## src/rtl/temporal_led_dither_assert.svh

```systemverilog
// Assertion macros used by the temporal LED dither top level.
// No dependencies; pulled in with `include by the top level to check its logic.
`ifndef TEMPORAL_LED_DITHER_ASSERT_SVH
`define TEMPORAL_LED_DITHER_ASSERT_SVH

// Same-cycle implication, disabled while reset is high.
`define TLD_ASSERT_NOW(label, clk, rst, ante, cons) \
  label: assert property (@(posedge clk) disable iff (rst) (ante) |-> (cons)) \
    else $error("tld assertion failed");

// Next-cycle implication, disabled while reset is high.
`define TLD_ASSERT_NEXT(label, clk, rst, ante, cons) \
  label: assert property (@(posedge clk) disable iff (rst) (ante) |=> (cons)) \
    else $error("tld assertion failed");

`endif

```

## src/rtl/tld_pkg.sv

```systemverilog
// Package for the temporal LED dither block: payload structs, codes, widths
// and the per-channel dither function. No dependencies.
`timescale 1ns / 1ps

package tld_pkg;

  localparam int LED_BITS   = 6;                 // LED_COUNT = 64, power of two
  localparam int LED_COUNT  = 1 << LED_BITS;
  localparam int STEP_BITS  = 4;                 // DITHER_STEPS = 16, power of two
  localparam int DITHER_STEPS = 1 << STEP_BITS;
  localparam int LEVEL_W    = 12;
  localparam int PHASE_W    = 6;
  localparam int FRAME_W    = 4;
  localparam int ORDER_BITS = 4;                 // frame-order table depth 16
  localparam int BASE_W     = LEVEL_W - STEP_BITS;
  localparam int SUM_W      = PHASE_W + 1;
  localparam int CFG_IDX_W  = 1;
  localparam int CFG_DATA_W = 6;

  localparam logic [1:0] ACT_PIXEL      = 2'd0;
  localparam logic [1:0] ACT_LOAD_PHASE = 2'd1;
  localparam logic [1:0] ACT_LOAD_ORDER = 2'd2;

  localparam logic [CFG_IDX_W-1:0] CFG_GREEN_OFFSET = 1'd0;
  localparam logic [CFG_IDX_W-1:0] CFG_BLUE_OFFSET  = 1'd1;

  typedef struct packed {
    logic [1:0]         action;
    logic [LED_BITS-1:0] led_index;
    logic [LEVEL_W-1:0] red_level;
    logic [LEVEL_W-1:0] green_level;
    logic [LEVEL_W-1:0] blue_level;
    logic [PHASE_W-1:0] load_value;
    logic               last_in_frame;
  } in_item_t;

  typedef struct packed {
    logic [LED_BITS-1:0] out_led;
    logic [7:0]          red_out;
    logic [7:0]          green_out;
    logic [7:0]          blue_out;
  } out_item_t;

  // write request into the frame-order table
  typedef struct packed {
    logic                  we;
    logic [ORDER_BITS-1:0] addr;
    logic [FRAME_W-1:0]    data;
  } order_wr_t;

  // base = level / steps, plus one when the fraction beats the threshold, saturated at 255
  function automatic logic [7:0] dither_chan(input logic [LEVEL_W-1:0] level,
                                             input logic [PHASE_W-1:0] phase,
                                             input logic [FRAME_W-1:0] frame);
    logic [BASE_W-1:0]    base;
    logic [STEP_BITS-1:0] frac;
    logic [STEP_BITS-1:0] thresh;
    logic [SUM_W-1:0]     sum;
    logic [BASE_W:0]      v;
    base   = level[LEVEL_W-1:STEP_BITS];
    frac   = level[STEP_BITS-1:0];
    sum    = SUM_W'(phase) + SUM_W'(frame);
    thresh = sum[STEP_BITS-1:0];
    v      = {1'b0, base} + (BASE_W+1)'(frac > thresh);
    return (v > (BASE_W+1)'(255)) ? 8'hFF : v[7:0];
  endfunction

endpackage

```

## src/rtl/tld_ram.sv

```systemverilog
// Generic synchronous RAM: one write port, one read port, registered read data.
// No dependencies.
`timescale 1ns / 1ps

module tld_ram #(
  parameter int AW = 6,
  parameter int DW = 6
) (
  input  logic          clk,
  input  logic          we,
  input  logic [AW-1:0] waddr,
  input  logic [DW-1:0] wdata,
  input  logic          re,
  input  logic [AW-1:0] raddr,
  output logic [DW-1:0] rdata
);

  logic [DW-1:0] mem [1 << AW];

  always_ff @(posedge clk) begin
    if (we) begin
      mem[waddr] <= wdata;
    end
  end

  always_ff @(posedge clk) begin
    if (re) begin
      rdata <= mem[raddr];
    end
  end

endmodule

```

## src/rtl/tld_frame.sv

```systemverilog
// Frame sequencer: frame position, frame-order table and current frame value.
// Depends on tld_pkg and tld_ram.
`timescale 1ns / 1ps

module tld_frame (
  input  logic                        clk,
  input  logic                        rst,
  input  tld_pkg::order_wr_t          order_wr,
  input  logic                        advance,
  output logic [tld_pkg::FRAME_W-1:0] frame_value
);

  logic [tld_pkg::STEP_BITS-1:0]  frame_pos;
  logic [tld_pkg::STEP_BITS-1:0]  frame_pos_next;
  logic [tld_pkg::FRAME_W-1:0]    frame_reg;
  logic [tld_pkg::FRAME_W-1:0]    order_rdata;
  logic                           pending;

  // wraps at DITHER_STEPS by width
  assign frame_pos_next = frame_pos + 1'b1;

  // table is read every cycle at the next frame slot; after an advance the
  // registered read data is the new frame value for one cycle
  tld_ram #(.AW(tld_pkg::ORDER_BITS), .DW(tld_pkg::FRAME_W)) u_order_ram (
    .clk   (clk),
    .we    (order_wr.we),
    .waddr (order_wr.addr),
    .wdata (order_wr.data),
    .re    (1'b1),
    .raddr (tld_pkg::ORDER_BITS'(frame_pos_next)),
    .rdata (order_rdata)
  );

  assign frame_value = pending ? order_rdata : frame_reg;

  always_ff @(posedge clk) begin
    if (rst) begin
      frame_pos <= '0;
      frame_reg <= '0;
      pending   <= 1'b0;
    end else begin
      frame_reg <= frame_value;
      pending   <= advance;
      if (advance) begin
        frame_pos <= frame_pos_next;
      end
    end
  end

endmodule

```

## src/rtl/temporal_led_dither.sv

```systemverilog
// Temporal LED dither top level: input handshake, phase table copies,
// read stage and output register. Depends on tld_pkg, tld_ram, tld_frame.
//
// Usage: items enter on in_valid/in_ready with an in_item_t payload. Action
// pixel gives one result beat on out_valid/out_ready; load actions write the
// phase table or the frame-order table and give nothing; action 3 is dropped.
// Configuration: cfg_we with cfg_index selects the green or blue phase offset;
// write only while idle.
// Path: an accepted pixel and its phase reads are registered in the read stage,
// then in the output register, which drives out_valid.
// Throughput: one item per clock unless stalled. Three phase table copies
// let the red, green and blue phases be read in the same cycle, one port each.
// Reset (rst, synchronous): clears frame position, frame value, offsets and
// the pipeline valids; table contents are undefined until loaded.
// Stall: while out_valid is high and out_ready is low the output register holds;
// one more pixel waits in the read stage, after which in_ready drops.
`timescale 1ns / 1ps
`include "temporal_led_dither_assert.svh"

module temporal_led_dither (
  input  logic                           clk,
  input  logic                           rst,
  input  logic                           in_valid,
  output logic                           in_ready,
  input  tld_pkg::in_item_t              in_data,
  output logic                           out_valid,
  input  logic                           out_ready,
  output tld_pkg::out_item_t             out_data,
  input  logic                           cfg_we,
  input  logic [tld_pkg::CFG_IDX_W-1:0]  cfg_index,
  input  logic [tld_pkg::CFG_DATA_W-1:0] cfg_data
);

  logic [tld_pkg::LED_BITS-1:0] green_off;
  logic [tld_pkg::LED_BITS-1:0] blue_off;

  logic in_accept;
  logic px_accept;
  logic phase_we;
  logic s1_adv;

  logic                          s1_valid;
  logic [tld_pkg::LED_BITS-1:0]  s1_led;
  logic [tld_pkg::LEVEL_W-1:0]   s1_red;
  logic [tld_pkg::LEVEL_W-1:0]   s1_green;
  logic [tld_pkg::LEVEL_W-1:0]   s1_blue;
  logic [tld_pkg::FRAME_W-1:0]   s1_frame;

  logic [tld_pkg::PHASE_W-1:0]   red_phase;
  logic [tld_pkg::PHASE_W-1:0]   green_phase;
  logic [tld_pkg::PHASE_W-1:0]   blue_phase;
  logic [tld_pkg::LED_BITS-1:0]  green_addr;
  logic [tld_pkg::LED_BITS-1:0]  blue_addr;

  logic [tld_pkg::FRAME_W-1:0]   frame_value;
  tld_pkg::order_wr_t            order_wr;
  tld_pkg::out_item_t            result;

  // config registers
  always_ff @(posedge clk) begin
    if (rst) begin
      green_off <= '0;
      blue_off  <= '0;
    end else if (cfg_we) begin
      case (cfg_index)
        tld_pkg::CFG_GREEN_OFFSET: green_off <= cfg_data;
        tld_pkg::CFG_BLUE_OFFSET:  blue_off  <= cfg_data;
        default: ;
      endcase
    end
  end

  assign s1_adv    = !out_valid || out_ready;
  assign in_ready  = !s1_valid || s1_adv;
  assign in_accept = in_valid && in_ready;
  assign px_accept = in_accept && (in_data.action == tld_pkg::ACT_PIXEL);
  assign phase_we  = in_accept && (in_data.action == tld_pkg::ACT_LOAD_PHASE);

  assign order_wr.we   = in_accept && (in_data.action == tld_pkg::ACT_LOAD_ORDER);
  assign order_wr.addr = in_data.led_index[tld_pkg::ORDER_BITS-1:0];
  assign order_wr.data = in_data.load_value[tld_pkg::FRAME_W-1:0];

  // index plus offset wraps at LED_COUNT by width
  assign green_addr = in_data.led_index + green_off;
  assign blue_addr  = in_data.led_index + blue_off;

  tld_ram #(.AW(tld_pkg::LED_BITS), .DW(tld_pkg::PHASE_W)) u_phase_red (
    .clk   (clk),
    .we    (phase_we),
    .waddr (in_data.led_index),
    .wdata (in_data.load_value),
    .re    (px_accept),
    .raddr (in_data.led_index),
    .rdata (red_phase)
  );

  tld_ram #(.AW(tld_pkg::LED_BITS), .DW(tld_pkg::PHASE_W)) u_phase_green (
    .clk   (clk),
    .we    (phase_we),
    .waddr (in_data.led_index),
    .wdata (in_data.load_value),
    .re    (px_accept),
    .raddr (green_addr),
    .rdata (green_phase)
  );

  tld_ram #(.AW(tld_pkg::LED_BITS), .DW(tld_pkg::PHASE_W)) u_phase_blue (
    .clk   (clk),
    .we    (phase_we),
    .waddr (in_data.led_index),
    .wdata (in_data.load_value),
    .re    (px_accept),
    .raddr (blue_addr),
    .rdata (blue_phase)
  );

  tld_frame u_frame (
    .clk         (clk),
    .rst         (rst),
    .order_wr    (order_wr),
    .advance     (px_accept && in_data.last_in_frame),
    .frame_value (frame_value)
  );

  // read stage: payload waits here while the phase reads complete
  always_ff @(posedge clk) begin
    if (rst) begin
      s1_valid <= 1'b0;
    end else if (px_accept) begin
      s1_valid <= 1'b1;
    end else if (s1_adv) begin
      s1_valid <= 1'b0;
    end
  end

  always_ff @(posedge clk) begin
    if (px_accept) begin
      s1_led   <= in_data.led_index;
      s1_red   <= in_data.red_level;
      s1_green <= in_data.green_level;
      s1_blue  <= in_data.blue_level;
      s1_frame <= frame_value;
    end
  end

  always_comb begin
    result.out_led   = s1_led;
    result.red_out   = tld_pkg::dither_chan(s1_red, red_phase, s1_frame);
    result.green_out = tld_pkg::dither_chan(s1_green, green_phase, s1_frame);
    result.blue_out  = tld_pkg::dither_chan(s1_blue, blue_phase, s1_frame);
  end

  // output register
  always_ff @(posedge clk) begin
    if (rst) begin
      out_valid <= 1'b0;
    end else if (s1_valid && s1_adv) begin
      out_valid <= 1'b1;
    end else if (out_ready) begin
      out_valid <= 1'b0;
    end
  end

  always_ff @(posedge clk) begin
    if (s1_valid && s1_adv) begin
      out_data <= result;
    end
  end

  `TLD_ASSERT_NEXT(a_px_fills_stage, clk, rst, px_accept, s1_valid)
  `TLD_ASSERT_NOW(a_full_blocks_input, clk, rst, s1_valid && out_valid && !out_ready, !in_ready)
  `TLD_ASSERT_NEXT(a_stage_moves_out, clk, rst, s1_valid && s1_adv, out_valid)
  `TLD_ASSERT_NEXT(a_stall_holds_stage, clk, rst, s1_valid && !s1_adv,
                   s1_valid && $stable(s1_led) && $stable(s1_frame))

endmodule
```

## config.mk

```make
export PLATFORM = sky130hd
export DESIGN_NAME = temporal_led_dither
export DESIGN_NICKNAME = d
export VERILOG_FILES = /design/src/rtl/tld_pkg.sv /design/src/rtl/tld_ram.sv /design/src/rtl/tld_frame.sv /design/src/rtl/temporal_led_dither.sv
export VERILOG_INCLUDE_DIRS = /design/src /design/src/rtl
export SDC_FILE = /design/constraint.sdc
export NUM_CORES = 1
export LEC_CHECK = 0
export BUFFER_PORTS_ARGS = -buffer_cell sky130_fd_sc_hd__buf_2
export CORE_AREA = 3 3 215 217
export CTS_CLUSTER_SIZE = 10
export DETAILED_ROUTE_END_ITERATION = 8
export DIE_AREA = 0 0 218 220
export PLACE_DENSITY = 0.71
export SYNTH_ARGS = -nofsm -noshare
export SYNTH_HDL_FRONTEND = slang
export SYNTH_SLANG_ARGS = --single-unit
```

## constraint.sdc

```tcl
create_clock -name clk -period 4.1 [get_ports clk]
set_input_delay 0.205 -clock clk [delete_from_list [all_inputs] [get_ports clk]]
set_output_delay 0.205 -clock clk [all_outputs]
set_load 0.1 [all_outputs]
```

* After elaboration in Yosys (flattened, before gate mapping) *
Memory sizes are Yosys's and may differ from the RTL's. A register that Yosys moved wholly into a read port is not among the register bits.
Index checks and enable logic that the tools add are counted.

storage, ports and cells
  bits in registers = 99
  bits in latches = 0
  RAM bits = 1216
  memory bits (read-only) = 0
  output and inout port bits = 32
  memories = 4

memories
  name                     words  width  rd ports  clocked after memory_dff  wr ports  RTL line       RTL
  u_phase_blue.mem         64     6      1         1                         1         tld_ram.sv:18  logic [DW-1:0] mem [1 << AW];
  u_phase_green.mem        64     6      1         1                         1         tld_ram.sv:18
  u_phase_red.mem          64     6      1         1                         1         tld_ram.sv:18
  u_frame.u_order_ram.mem  16     4      1         1                         1         tld_ram.sv:18

cells by class
  add/sub/neg operators = 9
  multiply operators = 0
  divide/modulo/power cells = 0
  magnitude comparators = 6
  eq/ne operators = 2
  shift-type cells = 0
  muxes and demuxes = 9
  bitwise logic cells = 1
  reductions and logical operators = 15

operator list
  operator             number
  $add 8x1->9          3
  $gt 9x8->1 const B   3
  $add 4x4->4          3
  $add 6x6->6          2
  $gt 4x4->1           3
  $mux 1               8
  $logic_and 1x1->1    6
  $add 4x1->4 const B  1
  $mux 4               1
  $reduce_and 2->1     2
  $reduce_bool 2->1    2
  $eq 2x1->1 const B   1
  $eq 2x2->1 const B   1
  $logic_not 1->1      2
  $logic_not 2->1      1
  $logic_or 1x1->1     2
  $not 1->1            1

* Logic depth before layout (Yosys ltp) *
Gate-level depths: netlist of the first run.

  depth in word-level cells = 7
  gate-level depth with buffers = 15

* Modules after synthesis *
Synthesis of the first run repeated with hierarchy kept, for this count alone.

second synthesis, totals
  cells, all modules = 2661
  area total of the unflattened synthesis = 53342.4 µm²

by module, submodules not included
  module                         instances  cells an instance  area an instance (µm²)  sequential area each (µm²)
  tld_ram (u_phase_blue ...)     3          720                15285.9                 11711.2
  temporal_led_dither            1          334                4347.9                  2562.5
  tld_ram (u_frame.u_order_ram)  1          130                2706.3                  2042.0
  tld_frame                      1          37                 430.4                   180.2

* Worst setup path after synthesis of the first run *
Ideal clock, no wire load.

  path kind = reg2reg
  start = reg out_valid
  end = reg u_frame.frame_pos[3] (netlist bit)
  library setup time = 0.070 ns
  arrival = 4.087 ns
  slack = -0.058 ns
  stages on the path, launching flop included = 7
  buffers on the path = 0
  clock period less this slack = 4.158 ns
  path through = dfxtp_1 > nor2b_1 > nand2_1 > and3b_1 > nand2_1 > or3_1 > a21oi_1

on the way
  longest elaborated chain between the ends = 6

RTL lines
  element                 RTL line                    RTL
  from (decl)             temporal_led_dither.sv:26   output logic out_valid,
  from (signal assigned)  temporal_led_dither.sv:156  out_valid <= 1'b0;
  from (signal assigned)  temporal_led_dither.sv:158  out_valid <= 1'b1;
  from (signal assigned)  temporal_led_dither.sv:160  out_valid <= 1'b0;
  $logic_not 1->1         temporal_led_dither.sv:73   assign s1_adv = !out_valid || out_ready;
  $logic_or 1x1->1        temporal_led_dither.sv:73
  $logic_or 1x1->1        temporal_led_dither.sv:74   assign in_ready = !s1_valid || s1_adv;
  net in_ready            temporal_led_dither.sv:24   output logic in_ready,
  $logic_and 1x1->1       temporal_led_dither.sv:75   assign in_accept = in_valid && in_ready;
  $logic_and 1x1->1       temporal_led_dither.sv:76   assign px_accept = in_accept && (in_data.action == tld_pkg::ACT_PIXEL);
  net px_accept           temporal_led_dither.sv:38   logic px_accept;
  $logic_and 1x1->1       temporal_led_dither.sv:121  .advance (px_accept && in_data.last_in_frame),
  to (signal assigned)    tld_frame.sv:45             frame_pos <= frame_pos_next;
  to (decl)               tld_frame.sv:13             logic [tld_pkg::STEP_BITS-1:0] frame_pos;

The timed path passes the listed nets, and every way through them passes these cells.
A chain may end at the register's enable or synchronous reset.

* Worst setup path in the final report of the first run *
  start = reg s1_frame[0] (netlist bit)
  end = reg out_data[21] (netlist bit), data pin

on the way
  longest elaborated chain between the ends = 4

RTL lines
  element                 RTL line                    RTL
  from (decl)             temporal_led_dither.sv:47   logic [tld_pkg::FRAME_W-1:0] s1_frame;
  from (signal assigned)  temporal_led_dither.sv:142  s1_frame <= frame_value;
  $add 4x4->4 *           tld_pkg.sv:62               sum = SUM_W'(phase) + SUM_W'(frame);
  $gt 4x4->1 *            tld_pkg.sv:64               v = {1'b0, base} + (BASE_W+1)'(frac > thresh);
  $add 8x1->9 *           tld_pkg.sv:64
  $gt 9x8->1              tld_pkg.sv:65               return (v > (BASE_W+1)'(255)) ? 8'hFF : v[7:0];
  to (signal assigned)    temporal_led_dither.sv:166  out_data <= result;
  to (decl)               temporal_led_dither.sv:28   output tld_pkg::out_item_t out_data,

Mark *: on every way between the ends. The rest lies on a longest branch, timed or not.

==> results of run 1 <==
## layer usage
layer / global-route usage (%) / up-vias / part of all wire (%)
met5: 0 / - / 0.026
met2: 41.6 / 880 / 47
met3: 4.84 / 170 / 9.8
met4: 10.1 / 2 / 4.2
li1: - / 6021 / -
met1: 34.6 / 7129 / 39
## worst min-delay path by stage
stage / to
finish: s1_led[0]
global placement: s1_red[8]
CTS: s1_led[0]
detailed placement: s1_blue[2]
floorplan: u_frame.frame_reg[0]
global route: s1_led[0]
## cell type report
| cell class | instances | area share (%) |
|---|---|---|
| flip-flops and latches | 435 | 50.4 |
| multi-input cells | 888 | 35.1 |
| clock inverters | 6 | 0.276 |
| well taps | 592 | 2.92 |
| clock buffers | 72 | 5.29 |
| repair buffers | 198 | 5.81 |
| diodes | 1 | 0.00986 |
| inverters | 15 | 0.222 |
## what timing repair did
item	in CTS	in global routing
setup endpoints to repair	0	0
hold endpoints to repair	57	0
hold buffers	56	0
gates resized for setup	0	0
## kinds of logic after synthesis
group,synth area share (%)
adders and majority gates,2.60
muxes,24.2
and+or+nand+nor,7.77
xor gates and xnor gates,1.36
AOI/OAI and AO/OA,3.89
DFF,57.9
buffers and inverters,2.30
## power groups by stage
stage	registers, mW	logic, mW	clock network, mW
detailed placement	5.05	1.59	0
global placement	5.05	1.58	0
global route	4.96	1.77	4.26
finish	4.96	1.67	4.01
floorplan	5.09	1.02	0
CTS	4.96	1.65	4.08
## layout by cell type (no fill, tap or decap), types with 6 or more instances in the layout
master         synthesis  final
a22oi_1               16     16
nand3_1               46     46
clkbuf_1              45     21
mux4_2               192    192
nor2b_1               27     26
inv_1                 15     15
dfxtp_1               27     27
a21oi_1               49     49
ha_1                  38     36
mux2_2                13     13
mux2i_1               88     88
nor2_1               101    101
clkbuf_16              0     50
xor2_1                 9      9
buf_4                 10     45
xnor2_1               18     16
edfxtp_1             408    408
a41oi_1               16     16
a32oi_1               18     18
and3_1                11     11
a31oi_1               15     15
o21ai_0                8      8
buf_12                 0      6
nand2_1              156    156
nand2b_1              12     12
dlygate4sd3_1          0     56
buf_2                 25     91
nor3_1                26     26
## through the flow
step                      util [%]  area, sq um  worst slack (ps)  total power [mW]
after CTS                     57.3        25400               702              10.7
after global placement        52.8        23400               651              6.63
after global routing          57.3        25400               490              11.0
after detailed placement      52.8        23400               587              6.64
after floorplan                  -        22100               670              6.10
final                         57.3        25400               674              10.6
## critical path, cell delays in order (launching register included)
cell and delay, ps:
edfxtp_1 430, ha_1 240, inv_1 70, fa_1 420, ha_1 300, nor2b_1 140, o21ai_0 130, nand2b_1 70
a21oi_1 140, a41oi_1 80, ha_1 250, ha_1 210, and3_1 260, nand3_1 240, o21ai_0 160
==> out/results.tsv, run 1 <==
stage	metric	value	unit
route	drtIter0Drc	1866	
run_status	outcome	complete, no violations	
synthesis	avgSynthCellArea	15.5	sq um
power	p_per_area	419	nW/um^2
critical_path	critPathCapture	out_data[21]	
global_routing	grt_max_degree	81	
synthesis	synth.most_common_cell	edfxtp_1	
synthesis	synth_commonest_cells	408 x edfxtp_1, 192 x mux4_2, 156 x nand2_1, 101 x nor2_1, 88 x mux2i_1	
critical_path	timing.rr.end	out_data[21]	
cts	cts_buffer_depth	3	
floorplanning	die_y	220	um
synthesis	synthTopCellsByArea	edfxtp_1 55%, mux4_2 20%, mux2i_1 4.0%	
floorplanning	die_x	218	um
critical_path	critPathRequiredTime	4420	ps
critical_path	r2r-start	s1_frame[0]	
placement	dp.final_hpwl	40200	um
route	wl_per_cell	27.5	um
synthesis	synth_edf_count	408	
route	dr.pass1.iters	6	
global_routing	grt_overflow_total	0	
sta	rsz0062_at_grt	no	
power	power_leakage	8.72	nW
route	route.vias.total	14200	
flow_run	cap_violations	0	
placement	placed_cells	2072	
synthesis	synth_cell_type_count	40	
critical_path	reg2reg_slack	670	ps
cts	clk-insertion-delay-late	610	ps
sta	slew_violations	0	
route	routed_via_density	6.43	
synthesis	synth-async-reset-ratio	0	%
critical_path	worstRegToRegCells	14	
final_layout	drive_above_1_share	25.7	%
sta	max_freq	292	MHz
floorplanning	core	44300	sq um
floorplanning	dieArea	48000	sq um
route	routed_wl	60700	um
power	clockPowerShare	37.7	%
critical_path	end_kind	flip-flop	
final_layout	final_net_count	1694	
synthesis	synth_top_area_share	55.4	%
cts	cts_sinks	435	
global_routing	grt_first_pass_wirelength	90600	um
sta	whs	110	ps
hold_path	hold_class	input pin to flip-flop	
sta	tightest_slew	871	ps
synthesis	synth-seq-cells	435	
power	p_int	7.88	mW
synthesis	synth_area_leader_cell	edfxtp_1	
critical_path	cp_max_fo	6	
power	pwr-share-seq	46.6	%
synthesis	syn-num-nets	1536	
sta	skew	16.9	ps
floorplanning	rows	77	
critical_path	cp-startpoint	s1_frame[0]	
final_layout	area_growth	14.8	%
final_layout	regArea	12800	sq um
cts	cts_tree	done	
critical_path	crit_path_start_kind	flip-flop	
synthesis	syn_inst	1430	
sta	fin_crit_sh	83.6	%
power	p_sw	2.76	mW
power	ir_worst_vdd	0.322	mV
global_routing	grt_pass1_vias	14300	
synthesis	yosysSeqAreaShare	57.9	%
sta	fin_setup_tns	0	ps
synthesis	synth_flop_cell	edfxtp_1	
critical_path	crit_type	flip-flop to flip-flop	
final_layout	largest_register	u_phase_green.mem	
sta	fin_crit	3430	ps
sta	finalSetupViolations	0	
sta	slew_headroom	42.0	%
placement	port_buffers	92	
sta	finalHoldViolCount	0	
cts	root_buffer	clkbuf_16	
cts	htreeDepth	2	
global_routing	grtUsageTotal	25.6	%
global_routing	antenna_found_initial	2	
final_layout	stdcell_count	2207	
final_layout	reg_top3	u_phase_green.mem x164, u_phase_red.mem x92, u_frame.u_order_ram.mem x64	
cts	path_clk_slew	60	ps
floorplanning	initial_core_util	49.9	%
floorplanning	io_pins	95	
final_layout	multi_input_area	8900	sq um
final_layout	largest_register_ffs	164	
critical_path	arrival	3750	ps
cts	post_cts_buffers	0	
power	combPwrFrac	15.7	%
hold_path	min_from	in_data[43]	
synthesis	ys_warn_count	0	
power	swShare	25.9	%
synthesis	syn_area	22100	sq um
final_layout	nFillCells	3359	
route	drtAntennaViolNets	0	
route	drc	0	
placement	place_congestion	0.989	
hold_path	holdPathStages	1	
cts	numCtsBuffers	50	
Note: power is estimated with default switching activity, not from simulation.
==> inputs of run 2 (changes only) <==
==> constraint.sdc (replaced) <==
create_clock -name clk -period 3.5 [get_ports clk]
set_input_delay 0.175 -clock clk [delete_from_list [all_inputs] [get_ports clk]]
set_output_delay 0.175 -clock clk [all_outputs]
set_load 0.1 [all_outputs]
==> out/results.tsv, run 2 (synthesis results as in run 1) <==
stage	metric	value	unit	change
floorplanning	die_x	218	um	unchanged
placement	port_buffers	92		unchanged
final_layout	post-route-cell-area	25700	sq um	+1.3%
sta	fin_setup_tns	0	ps	unchanged
global_routing	grt_first_pass_wirelength	94400	um	+4.1%
power	ir_worst_vdd	0.319	mV	-0.89%
placement	place_congestion	0.992		+0.25%
floorplanning	rows	77		unchanged
final_layout	final_common_cell	edfxtp_1		
final_layout	stdcell_count	2234		+1.2%
cts	root_buffer	clkbuf_16		
sta	finalHoldViolCount	0		unchanged
global_routing	grt_max_degree	73		-9.9%
sta	slew_violations	0		unchanged
critical_path	critPathRequiredTime	3780	ps	-640 ps
route	drc	0		unchanged
sta	fin_crit	3410	ps	-19.1 ps
sta	finalSetupViolations	0		unchanged
cts	numCtsBuffers	51		+2.0%
critical_path	end_kind	flip-flop		
critical_path	crit_type	flip-flop to flip-flop		
critical_path	path_cells	ha_1 -> inv_1 -> fa_1 -> ha_1 -> nor2b_1 -> o21ai_0 -> nand2b_1 -> a21oi_1 -> a41oi_1 -> ha_1 -> ha_1 -> and3_1 -> a31oi_1 -> a41oi_1		
critical_path	cpMostUsedCell	ha_1		
route	route.vias.total	14300		+0.36%
critical_path	critical-path-slowest-cell	edfxtp_1		
final_layout	final_net_count	1717		+1.4%
cts	clk-insertion-delay-late	590	ps	-20 ps
final_layout	utilization	58.0	%	+0.74 points
route	wl_per_cell	28.4	um	+3.1%
placement	dp.final_hpwl	42900	um	+6.9%
sta	fin_crit_sh	97.4	%	+14 points
final_layout	mostFrequentLayoutCells	408 x edfxtp_1, 192 x mux4_2, 156 x nand2_1, 101 x nor2_1, 91 x buf_2		
global_routing	grt_pass1_vias	14600		+1.8%
final_layout	largest_register_ffs	164		unchanged
critical_path	arrival	3680	ps	-70 ps
critical_path	slowest_delay	430	ps	about the same
floorplanning	core	44300	sq um	unchanged
floorplanning	io_pins	95		unchanged
sta	slew_headroom	27.1	%	-15 points
route	drtAntennaViolNets	0		unchanged
sta	max_freq	293	MHz	+0.56%
route	routed_via_density	6.38		-0.85%
floorplanning	initial_core_util	49.9	%	unchanged
run_status	outcome	complete, no violations		
sta	whs	85.7	ps	-24.6 ps
cts	cts_buffer_depth	3		unchanged
final_layout	n_antenna_cell	0		-1
cts	cts_tree	done		
final_layout	drive_above_1_share	27.1	%	+1.4 points
critical_path	crit_path_start_kind	flip-flop		
floorplanning	dieArea	48000	sq um	unchanged
global_routing	antenna_found_initial	0		-2
route	routed_wl	63400	um	+4.4%
placement	place_area	23700	sq um	+1.1%
power	power_leakage	8.88	nW	+1.9%
flow_run	cap_violations	0		unchanged
placement	placed_cells	2093		+1.0%
sta	tightest_slew	1090	ps	+223 ps
final_layout	largest_register	u_phase_green.mem		
route	drtIter0Drc	1838		-1.5%
final_layout	reg_top3	u_phase_green.mem x164, u_phase_red.mem x92, u_frame.u_order_ram.mem x64		
sta	rsz0062_at_grt	yes		
power	p_per_area	494	nW/um^2	+18%
final_layout	area_growth	16.3	%	
floorplanning	die_y	220	um	unchanged
cts	htreeDepth	2		unchanged
route	dr.pass1.iters	5		-1
cts	cts_sinks	435		unchanged
cts	path_clk_slew	60	ps	about the same
global_routing	grt_overflow_total	0		unchanged
critical_path	cp_max_fo	5		-1
global_routing	grtUsageTotal	26.8	%	+1.2 points
sta	skew	19.8	ps	+2.91 ps
hold_path	hold_class	input pin to flip-flop		
run 2: cell types whose count changed in the layout (fill, tap and decap cells not counted), sizes merged:
cell	before	now
clkinvlp	0	1
diode	1	0
clkinv	4	1
buf	142	163
bufinv	0	1
inv	17	18
dlygate4sd3	56	57
clkbuf	72	78
run 2: worst paths after layout:
kind,endpoint,cells after the start,startpoint,slack (ps)
worst min-delay path,u_phase_green.mem[47][3],1,in_data[4],90
worst max-delay path,out_data[22],14,s1_frame[0],90
worst min register to register,out_data[28],0,s1_led[4],420
worst max register to register,out_data[22],14,s1_frame[0],90
run 2: layout make-up:
cell class	count	area, sq um
Fill cell	3315	18600
Sequential cell	435	12800
Multi-Input combinational cell	888	8900
Timing Repair Buffer	220	1750
Clock buffer	78	1400
Tap cell	592	741
Clock inverter	6	68.8
Inverter	15	56.3
run 2: repair_timing:
item                                    CTS  global route
endpoints found under the setup margin    0             9
setup buffers                             0             0
resized for setup                         0             6
hold buffers                             57             0
hold endpoints to repair                 60             0
run 2: power breakdown:
part | switching (mW) | total (mW) | internal, mW
registers | 0.0376 | 5.81 | 5.78
logic | 1.19 | 2.07 | 0.876
clock network | 2.01 | 4.80 | 2.79
run 2: worst max-delay path, delay by kind of cell, from the launching register on:
kind                       cells  cell delay [ps]
AOI/OAI and AO/OA              5              720
adders and majority gates      5             1410
buffers and inverters          1               70
DFF                            1              430
and+or+nand+nor                3              480
run 2: layer usage:
layer,up-vias,wire length [um],global-route usage (%)
li1,6070,-,-
met1,7180,25200,37.6
met2,848,29900,42.6
met3,155,5960,4.58
met4,0,2370,10.0
met5,-,0,0
run 2: through the flow:
stage / power (mW) / setup WS (ps)
3_3_place_gp: 7.88 / 165
4_1_cts: 12.7 / 91.7
2_1_floorplan: 7.15 / 70.1
6_report: 12.7 / 92.6
3_5_place_dp: 7.89 / 125
5_1_grt: 13.1 / -94.4
